### config.mk
export PLATFORM = sky130hd
export DESIGN_NAME = fifo_queue_with_scan
export DESIGN_NICKNAME = d
export VERILOG_FILES = /design/src/fqs_pkg.sv /design/src/fqs_ram.sv /design/src/fqs_ctrl.sv /design/src/fqs_dp.sv /design/src/fifo_queue_with_scan.sv
export SDC_FILE = /design/constraint.sdc
export NUM_CORES = 1
export LEC_CHECK = 0
export ABC_AREA = 1
export ABC_CLOCK_PERIOD_IN_PS = 6000
export BUFFER_PORTS_ARGS = -buffer_cell sky130_fd_sc_hd__buf_2
export CORE_ASPECT_RATIO = 1.75
export CORE_MARGIN = 3
export CORE_UTILIZATION = 44
export DETAILED_ROUTE_END_ITERATION = 8
export PLACE_DENSITY = 0.72
export SYNTH_ARGS = -nofsm -noshare
export SYNTH_HDL_FRONTEND = slang
export SYNTH_SLANG_ARGS = --single-unit
### constraint.sdc
create_clock -name clk -period 6 [get_ports clk]
set_clock_uncertainty 0.15 [all_clocks]
set_input_delay 1.5 -clock clk [delete_from_list [all_inputs] [get_ports clk]]
set_output_delay 1.5 -clock clk [all_outputs]
set_load 0.01 [all_outputs]
### src/fqs_pkg.sv
package fqs_pkg;

    localparam int DEPTH_DEFAULT = 16;
    localparam int OPCODE_W      = 3;
    localparam int VALUE_W       = 32;
    localparam int STATUS_W      = 2;

    localparam logic [OPCODE_W-1:0] OP_ENQ    = 3'd0;
    localparam logic [OPCODE_W-1:0] OP_DEQ    = 3'd1;
    localparam logic [OPCODE_W-1:0] OP_PEEK   = 3'd2;
    localparam logic [OPCODE_W-1:0] OP_LIST   = 3'd3;
    localparam logic [OPCODE_W-1:0] OP_MINMAX = 3'd4;
    localparam logic [OPCODE_W-1:0] OP_FIND   = 3'd5;

    localparam logic [STATUS_W-1:0] STAT_OK    = 2'd0;
    localparam logic [STATUS_W-1:0] STAT_EMPTY = 2'd1;
    localparam logic [STATUS_W-1:0] STAT_FULL  = 2'd2;

    // Selects which values go into the output word.
    localparam int RES_SEL_W = 3;
    localparam logic [RES_SEL_W-1:0] RES_PLAIN  = 3'd0;
    localparam logic [RES_SEL_W-1:0] RES_DEQ    = 3'd1;
    localparam logic [RES_SEL_W-1:0] RES_PEEK   = 3'd2;
    localparam logic [RES_SEL_W-1:0] RES_LIST   = 3'd3;
    localparam logic [RES_SEL_W-1:0] RES_MINMAX = 3'd4;
    localparam logic [RES_SEL_W-1:0] RES_FIND   = 3'd5;

    typedef struct packed {
        logic                 load_cmd;
        logic                 rd_en;
        logic                 rd_rear;
        logic                 scan_start;
        logic                 scan_step;
        logic                 acc_update;
        logic                 hold_first;
        logic                 enq_write;
        logic                 deq_pop;
        logic                 out_load;
        logic [RES_SEL_W-1:0] res_sel;
        logic [STATUS_W-1:0]  res_status;
        logic                 res_last;
    } fqs_cmd_t;

    typedef struct packed {
        logic [OPCODE_W-1:0] opcode;
        logic                empty;
        logic                full;
        logic                scan_first;
        logic                scan_last;
        logic                out_free;
    } fqs_sts_t;

endpackage

### src/fqs_ram.sv
module fqs_ram #(
    parameter int WIDTH = 32,
    parameter int DEPTH = 16,
    localparam int ADDR_W = $clog2(DEPTH)
) (
    input  logic              clk,
    input  logic              wr_en,
    input  logic [ADDR_W-1:0] wr_addr,
    input  logic [WIDTH-1:0]  wr_data,
    input  logic              rd_en,
    input  logic [ADDR_W-1:0] rd_addr,
    output logic [WIDTH-1:0]  rd_data
);

    logic [WIDTH-1:0] mem [DEPTH];

    always_ff @(posedge clk)
    begin
        if (wr_en)
        begin
            mem[wr_addr] <= wr_data;
        end
        if (rd_en)
        begin
            rd_data <= mem[rd_addr];
        end
    end

endmodule

### src/fqs_ctrl.sv
module fqs_ctrl (
    input  logic              clk,
    input  logic              rst_n,
    input  logic              in_valid,
    output logic              in_stall,
    input  fqs_pkg::fqs_sts_t sts,
    output fqs_pkg::fqs_cmd_t cmd
);

    import fqs_pkg::*;

    localparam logic [2:0] S_IDLE = 3'd0;
    localparam logic [2:0] S_EXEC = 3'd1;
    localparam logic [2:0] S_READ = 3'd2;
    localparam logic [2:0] S_DATA = 3'd3;
    localparam logic [2:0] S_EMIT = 3'd4;

    logic [2:0] state_reg;
    logic [2:0] state_next;

    always_ff @(posedge clk or negedge rst_n)
    begin
        if (!rst_n)
        begin
            state_reg <= S_IDLE;
        end
        else
        begin
            state_reg <= state_next;
        end
    end

    assign in_stall = (state_reg != S_IDLE);

    always_comb
    begin
        cmd        = '0;
        cmd.res_sel    = RES_PLAIN;
        cmd.res_status = STAT_OK;
        cmd.res_last   = 1'b1;
        state_next = state_reg;
        unique case (state_reg)
            S_IDLE:
            begin
                if (in_valid)
                begin
                    cmd.load_cmd = 1'b1;
                    state_next   = S_EXEC;
                end
            end
            S_EXEC:
            begin
                unique case (sts.opcode)
                    OP_ENQ:
                    begin
                        if (sts.out_free)
                        begin
                            cmd.out_load   = 1'b1;
                            cmd.enq_write  = !sts.full;
                            cmd.res_status = sts.full ? STAT_FULL : STAT_OK;
                            state_next     = S_IDLE;
                        end
                    end
                    OP_DEQ, OP_PEEK, OP_LIST, OP_MINMAX, OP_FIND:
                    begin
                        if (!sts.empty)
                        begin
                            cmd.scan_start = 1'b1;
                            state_next     = S_READ;
                        end
                        else if (sts.out_free)
                        begin
                            // An empty find is a plain count of zero.
                            cmd.out_load   = 1'b1;
                            cmd.res_status = (sts.opcode == OP_FIND) ? STAT_OK : STAT_EMPTY;
                            state_next     = S_IDLE;
                        end
                    end
                    default:
                    begin
                        if (sts.out_free)
                        begin
                            cmd.out_load = 1'b1;
                            state_next   = S_IDLE;
                        end
                    end
                endcase
            end
            S_READ:
            begin
                cmd.rd_en   = 1'b1;
                // The second read of a peek goes to the rear entry.
                cmd.rd_rear = (sts.opcode == OP_PEEK) && !sts.scan_first;
                state_next  = S_DATA;
            end
            S_DATA:
            begin
                unique case (sts.opcode)
                    OP_DEQ:
                    begin
                        if (sts.out_free)
                        begin
                            cmd.out_load = 1'b1;
                            cmd.res_sel  = RES_DEQ;
                            cmd.deq_pop  = 1'b1;
                            state_next   = S_IDLE;
                        end
                    end
                    OP_PEEK:
                    begin
                        if (sts.scan_first)
                        begin
                            cmd.hold_first = 1'b1;
                            cmd.scan_step  = 1'b1;
                            state_next     = S_READ;
                        end
                        else if (sts.out_free)
                        begin
                            cmd.out_load = 1'b1;
                            cmd.res_sel  = RES_PEEK;
                            state_next   = S_IDLE;
                        end
                    end
                    OP_LIST:
                    begin
                        if (sts.out_free)
                        begin
                            cmd.out_load  = 1'b1;
                            cmd.res_sel   = RES_LIST;
                            cmd.res_last  = sts.scan_last;
                            cmd.scan_step = 1'b1;
                            state_next    = sts.scan_last ? S_IDLE : S_READ;
                        end
                    end
                    OP_MINMAX, OP_FIND:
                    begin
                        cmd.acc_update = 1'b1;
                        cmd.scan_step  = 1'b1;
                        state_next     = sts.scan_last ? S_EMIT : S_READ;
                    end
                    default:
                    begin
                        state_next = S_IDLE;
                    end
                endcase
            end
            S_EMIT:
            begin
                if (sts.out_free)
                begin
                    cmd.out_load = 1'b1;
                    cmd.res_sel  = (sts.opcode == OP_FIND) ? RES_FIND : RES_MINMAX;
                    state_next   = S_IDLE;
                end
            end
            default:
            begin
                state_next = S_IDLE;
            end
        endcase
    end

endmodule

### src/fqs_dp.sv
module fqs_dp #(
    parameter int DEPTH = 16,
    localparam int CNT_W = $clog2(DEPTH + 1)
) (
    input  logic                                clk,
    input  logic                                rst_n,
    input  fqs_pkg::fqs_cmd_t                   cmd,
    output fqs_pkg::fqs_sts_t                   sts,
    input  logic [fqs_pkg::OPCODE_W-1:0]        opcode,
    input  logic signed [fqs_pkg::VALUE_W-1:0]  value,
    output logic                                out_valid,
    input  logic                                out_stall,
    output logic [fqs_pkg::STATUS_W-1:0]        status,
    output logic signed [fqs_pkg::VALUE_W-1:0]  first_value,
    output logic signed [fqs_pkg::VALUE_W-1:0]  second_value,
    output logic [CNT_W-1:0]                    match_count,
    output logic [CNT_W-1:0]                    occupancy,
    output logic                                last
);

    import fqs_pkg::*;

    localparam int IDX_W = $clog2(DEPTH);
    localparam logic [IDX_W-1:0] IDX_MAX = IDX_W'(DEPTH - 1);

    function automatic logic [IDX_W-1:0] ring_next(input logic [IDX_W-1:0] pos);
        ring_next = (pos == IDX_MAX) ? '0 : pos + 1'b1;
    endfunction

    // Queue state.
    logic [IDX_W-1:0] head_reg, head_next;
    logic [IDX_W-1:0] tail_reg, tail_next;
    logic [CNT_W-1:0] count_reg, count_next;

    // Latched command.
    logic [OPCODE_W-1:0]       op_reg;
    logic signed [VALUE_W-1:0] key_reg;

    // Scan state and accumulators.
    logic [IDX_W-1:0]          pos_reg;
    logic [CNT_W-1:0]          idx_reg;
    logic signed [VALUE_W-1:0] hi_reg, lo_reg, hold_reg;
    logic [CNT_W-1:0]          match_reg;

    logic                      out_valid_reg, out_valid_next;
    logic                      out_free;
    logic [IDX_W-1:0]          rear;
    logic [IDX_W-1:0]          rd_addr;
    logic signed [VALUE_W-1:0] rd_data;

    fqs_ram #(
        .WIDTH (VALUE_W),
        .DEPTH (DEPTH)
    ) u_store (
        .clk     (clk),
        .wr_en   (cmd.enq_write),
        .wr_addr (tail_reg),
        .wr_data (key_reg),
        .rd_en   (cmd.rd_en),
        .rd_addr (rd_addr),
        .rd_data (rd_data)
    );

    assign rear    = (tail_reg == '0) ? IDX_MAX : tail_reg - 1'b1;
    assign rd_addr = cmd.rd_rear ? rear : pos_reg;

    assign out_free = !out_valid_reg || !out_stall;

    assign sts.opcode     = op_reg;
    assign sts.empty      = (count_reg == '0);
    assign sts.full       = (count_reg == CNT_W'(DEPTH));
    assign sts.scan_first = (idx_reg == '0);
    assign sts.scan_last  = (idx_reg == count_reg - 1'b1);
    assign sts.out_free   = out_free;

    always_comb
    begin
        head_next  = cmd.deq_pop ? ring_next(head_reg) : head_reg;
        tail_next  = cmd.enq_write ? ring_next(tail_reg) : tail_reg;
        count_next = count_reg;
        if (cmd.enq_write)
        begin
            count_next = count_reg + 1'b1;
        end
        else if (cmd.deq_pop)
        begin
            count_next = count_reg - 1'b1;
        end
        out_valid_next = cmd.out_load ? 1'b1 : (out_valid_reg && out_stall);
    end

    always_ff @(posedge clk or negedge rst_n)
    begin
        if (!rst_n)
        begin
            head_reg      <= '0;
            tail_reg      <= '0;
            count_reg     <= '0;
            out_valid_reg <= 1'b0;
        end
        else
        begin
            head_reg      <= head_next;
            tail_reg      <= tail_next;
            count_reg     <= count_next;
            out_valid_reg <= out_valid_next;
        end
    end

    always_ff @(posedge clk)
    begin
        if (cmd.load_cmd)
        begin
            op_reg  <= opcode;
            key_reg <= value;
        end
        if (cmd.scan_start)
        begin
            pos_reg   <= head_reg;
            idx_reg   <= '0;
            match_reg <= '0;
        end
        else if (cmd.scan_step)
        begin
            pos_reg <= ring_next(pos_reg);
            idx_reg <= idx_reg + 1'b1;
        end
        if (cmd.acc_update)
        begin
            if (idx_reg == '0 || rd_data > hi_reg)
            begin
                hi_reg <= rd_data;
            end
            if (idx_reg == '0 || rd_data < lo_reg)
            begin
                lo_reg <= rd_data;
            end
            if (rd_data == key_reg)
            begin
                match_reg <= match_reg + 1'b1;
            end
        end
        if (cmd.hold_first)
        begin
            hold_reg <= rd_data;
        end
    end

    // Output word register.
    always_ff @(posedge clk)
    begin
        if (cmd.out_load)
        begin
            status       <= cmd.res_status;
            occupancy    <= count_next;
            last         <= cmd.res_last;
            first_value  <= '0;
            second_value <= '0;
            match_count  <= '0;
            unique case (cmd.res_sel)
                RES_DEQ, RES_LIST:
                begin
                    first_value <= rd_data;
                end
                RES_PEEK:
                begin
                    first_value  <= hold_reg;
                    second_value <= rd_data;
                end
                RES_MINMAX:
                begin
                    first_value  <= hi_reg;
                    second_value <= lo_reg;
                end
                RES_FIND:
                begin
                    match_count <= match_reg;
                end
                default:
                begin
                end
            endcase
        end
    end

    assign out_valid = out_valid_reg;

endmodule

### src/fifo_queue_with_scan.sv
// Channel  Handshake                 Word
// -------  ------------------------  ------------------------------------------------
// in       in_valid / in_stall       opcode, value
// out      out_valid / out_stall     status, first_value, second_value, match_count,
//                                    occupancy, last
//
// A command is accepted while idle and then executed; enqueue, empty-queue
// commands and unused opcodes finish in the execute state, dequeue reads and then
// pops its entry, and peek reads the front entry and then the rear one. List, min/max
// and find walk the ring store through its single registered read port, entry by
// entry; list emits a word per entry, and min/max and find emit their result at the end.
// Reset clears the head, tail and count; the store itself is never cleared.
// A stalled output word holds; the block keeps working until it needs the output
// register again, and accepts a new command whenever its controller is idle.
module fifo_queue_with_scan #(
    parameter int DEPTH = fqs_pkg::DEPTH_DEFAULT,
    localparam int CNT_W = $clog2(DEPTH + 1)
) (
    input  logic                                clk,
    input  logic                                rst_n,
    input  logic                                in_valid,
    output logic                                in_stall,
    input  logic [fqs_pkg::OPCODE_W-1:0]        opcode,
    input  logic signed [fqs_pkg::VALUE_W-1:0]  value,
    output logic                                out_valid,
    input  logic                                out_stall,
    output logic [fqs_pkg::STATUS_W-1:0]        status,
    output logic signed [fqs_pkg::VALUE_W-1:0]  first_value,
    output logic signed [fqs_pkg::VALUE_W-1:0]  second_value,
    output logic [CNT_W-1:0]                    match_count,
    output logic [CNT_W-1:0]                    occupancy,
    output logic                                last
);

    import fqs_pkg::*;

    // The controller sequences each command; the datapath owns the ring store,
    // the head and tail pointers, the scan accumulators and the output register.
    fqs_cmd_t cmd;
    fqs_sts_t sts;

    fqs_ctrl u_ctrl (
        .clk      (clk),
        .rst_n    (rst_n),
        .in_valid (in_valid),
        .in_stall (in_stall),
        .sts      (sts),
        .cmd      (cmd)
    );

    fqs_dp #(
        .DEPTH (DEPTH)
    ) u_dp (
        .clk          (clk),
        .rst_n        (rst_n),
        .cmd          (cmd),
        .sts          (sts),
        .opcode       (opcode),
        .value        (value),
        .out_valid    (out_valid),
        .out_stall    (out_stall),
        .status       (status),
        .first_value  (first_value),
        .second_value (second_value),
        .match_count  (match_count),
        .occupancy    (occupancy),
        .last         (last)
    );

endmodule

==> results.md <==
- Switch share: 34.3%
- Final core occ: 50.0%
- Hold_sp: u_dp.match_reg[4]$_DFF_P_
- Share of cells above drive strength 1: 10.1%
- Global route total overflow: 0
- Routability cong.: 0.865
- Worst hold path depth: 2
- Core ar.: 75600 sq um
- Hold Buf Count CTS: 0
- Mean Syn Cell Area: 11.6 sq um
- Post-synth top area cell: edfxtp_1
- XOR/XNOR Fraction of Synth Area: 1.01%
- Worst hold path class: flop to flop
- DRT antenna net count: 0
- Post-synthesis cell type count: 38
- N_diodes: 0
- CP top delay family: buffers and inverters
- CTS resizes: 0
- Detail Placement HPWL: 47.4 mm
- Post-synthesis sequential area ratio: 69.2%
- Crit share post-route: 63.5%
- Crit. Startpoint: out_stall
- Max Cap Violations: 0
- DRC: 0
- Vias per cell: 5.35
- Post-Synth Adder-Cell Area: 2.78%
- Crit path buf inv count: 6
- Place WS: 1.58 ns
- Warning count from the yosys run: 0
- Main area contributors after synthesis: edfxtp_1 (67%), nand2_1 (8.7%), nand3_1 (6.4%)
- Vias in the first global route: 21.4k
- Net Sw Power: 5600 uW
- Pint: 10700 uW
- Placement row count: 133
- Comb power frac: 28.7%
- Chip Height: 372 um
- Worst Setup Start Kind: input port
- CP cell instances: buf_2 > nand2_8 > inv_6 > nor3_1 > inv_1 > buf_4 > nand2_1 > nor2_2 > buf_4 > inv_1 > o22ai_1
- Effective utilization at floorplan: 44.6%
- PwrDens: 433 nW/um^2
- Port buffer count: 117
- Clock power frac: 27.2%
- Global-route wire length before repair: 119 mm
- Initial antenna violation count: 1
- Total die area: 80100 sq um
- Vias: 21.7k
- Unrepaired setup endpoints after global routing: no
- Finish-stage setup viols: 0
- Simple-gate area share of the yosys netlist: 17.5%
- Slew HR: 20.7%
- Tightest Pin Transition: 1.19 ns
- Largest net degree at the start of global routing: 169
- Root Driver: clkbuf_16
- Worst R2R End: u_dp.u_store.rd_data[3]$_DFFE_PP_
- Cts bufs inserted: 68
- # IOs: 118
- WL/cell: 18.8 um
- Largest family of logic cells by synthesized area: simple AND/OR/NAND/NOR gates
- Pre-Repair DR Iteration Count: 6
- Clock tree buffer depth: 3
- Reg2reg setup slack: 2.27 ns
- Hold Vio Cnt, Final: 0
- Nets@finish: 3115
- Worst EP arrival: 3.95 ns
- Worst setup margin: 2.19 ns
- Slowest cell on the critical path: inv_1
- Post-CTS Setup Repair Bufs: 0
- Die Width: 215 um
- Final WL: 76.5 mm
- CTS tree: built
- Total power: 16300 uW
- Htree depth: 3
- Starting DRT DRC Count: 1956
- Max reg flops: 512
- CP endpoint kind: flop
- Worst setup path category: input port to flop
- Worst r2r src: u_dp.idx_reg[0]$_SDFFE_PP0P_
- Worst skew pair latency: 0.60 ns
- Clk sink count: 783
- Synth Area in Compound Gates: 4.42%
- Synth top area share: 67.4%
- Area growth, synth to finish: 12.0%
- Cells after Synth: 2909
- Multiplexer share of the synthesized area: 0%
- Critical path's largest stage delay: 0.87 ns
- Sequential share of power: 44.1%
- Synthesized Nets: 3023
- Outcome: completed
- Worst Reg2Reg Path Length in Cells: 13
- Critical path fanouts, max: 34
- Worst Hold End: u_dp.match_reg[4]$_DFF_P_
- Critical Path RT: 6.14 ns
- Fill cells: 6501
- Slew Limit Fails: 0
- Leak: 0.0145 uW
- Worst vdd ir: 400 uV
- Largest Register: u_dp.u_store.mem
- Synth Register Bits: 783
- Cell area after synthesis: 33700 sq um
- Tot GR Track Use: 18.9%
- Final min period: 3.81 ns
- Worst-path clk slew: 0.06 ns
- Max Fclk: 262 MHz
-- Yosys cell counts --
master,count
nor3_1,10
nor2_1,78
o221ai_1,30
or2_2,7
a31oi_1,2
a2bb2oi_1,1
nor2_4,1
buf_1,6
dfxtp_1,10
buf_2,116
nand4_1,11
nand2_2,5
dfrtp_1,17
nand3_1,431
nand3_2,1
a21o_1,2
inv_2,4
nor4_1,4
edfxtp_1,756
o21ai_1,18
nand3b_1,32
o21ai_0,42
xor2_1,15
clkinv_1,2
buf_6,1
clkbuf_1,15
buf_4,5
nor2_2,2
o31ai_1,1
ha_1,75
xnor2_1,24
inv_1,257
nand3_4,1
o21a_1,2
o22ai_1,32
nand2_1,785
o211ai_1,51
a21oi_1,57
-- power by group through the flow --
stage	logic [uW]	registers [uW]	clock network, uW
6_report	4700	7200	4440
5_1_grt	5250	7260	4700
4_1_cts	4710	7210	4510
3_5_place_dp	4690	7320	0
3_3_place_gp	4600	7310	0
2_1_floorplan	3130	7320	0
-- cells by family (layout without fill, tap and decap cells) --
group,Yosys count,count (layout)
simple gates,1368,1368
compound gates,238,238
xor+xnor,39,39
fa+ha+maj,75,75
buf+inv,406,547
flops,783,783
-- layout by cell type (no fill, tap or decap), drive strengths merged, types with 11 or more instances in the layout --
cell type,instances
a21oi,57
nand4,11
dfrtp,17
o221ai,30
nand3b,32
xnor2,24
buf,165
xor2,15
clkbuf,86
nand2,790
nand3,433
edfxtp,756
nor2,81
o22ai,32
clkinv,24
ha,75
o211ai,51
o21ai,60
inv,261
-- layer usage --
metal	global-route usage, %	vias to the layer above	routed length, um
li1	-	10335	-
met1	23.0	10437	29600
met2	33.9	788	39700
met3	2.35	166	4500
met4	7.99	2	2730
met5	0	-	20
-- per-stage QoR --
stage / cells / hold slack [ns] / cell area (sq um) / TNS (ns)
floorplan: 2909 / 0.314 / 33700 / -5.95
global placement: 3943 / 0.328 / 35500 / 0
detailed placement: 3943 / 0.346 / 35500 / 0
CTS: 4062 / 0.357 / 37700 / 0
global route: 4062 / 0.384 / 37700 / 0
finish: 4062 / 0.352 / 37700 / 0
-- worst register-to-register path, stage by stage (launching register included) --
cell and delay, ns:
dfxtp_1 0.39, inv_1 0.10, ha_1 0.22, nand3_1 0.30
nand2_1 0.10, clkinv_1 0.13, nand3_4 0.32, nand2_8 0.65
buf_4 0.54, nand2_1 0.09, nand3_1 0.13, nand3_1 0.14
nand3_1 0.17, nand2_1 0.06
-- final cells by class --
type                            instances  area, sq um  area share, %
Inverter                              263          993           2.63
Clock inverter                         33          337          0.892
Sequential cell                       783        23300           61.8
Tap cell                             1012         1270           3.35
Clock buffer                           86         1890           5.00
Timing Repair Buffer                  165         1010           2.67
Multi-Input combinational cell       1720         8920           23.6
-- how the worst max path moves through the flow --
stage / end / depth (start not counted)
2_1_floorplan: u_dp.first_value[0]$_DFFE_PP_ / 5
3_3_place_gp: u_dp.second_value[0]$_DFFE_PP_ / 11
3_5_place_dp: u_dp.second_value[29]$_DFFE_PP_ / 11
4_1_cts: u_dp.second_value[29]$_DFFE_PP_ / 11
5_1_grt: u_dp.u_store.rd_data[4]$_DFFE_PP_ / 13
6_report: u_dp.second_value[29]$_DFFE_PP_ / 11
(Power assumes the default switching activity.)
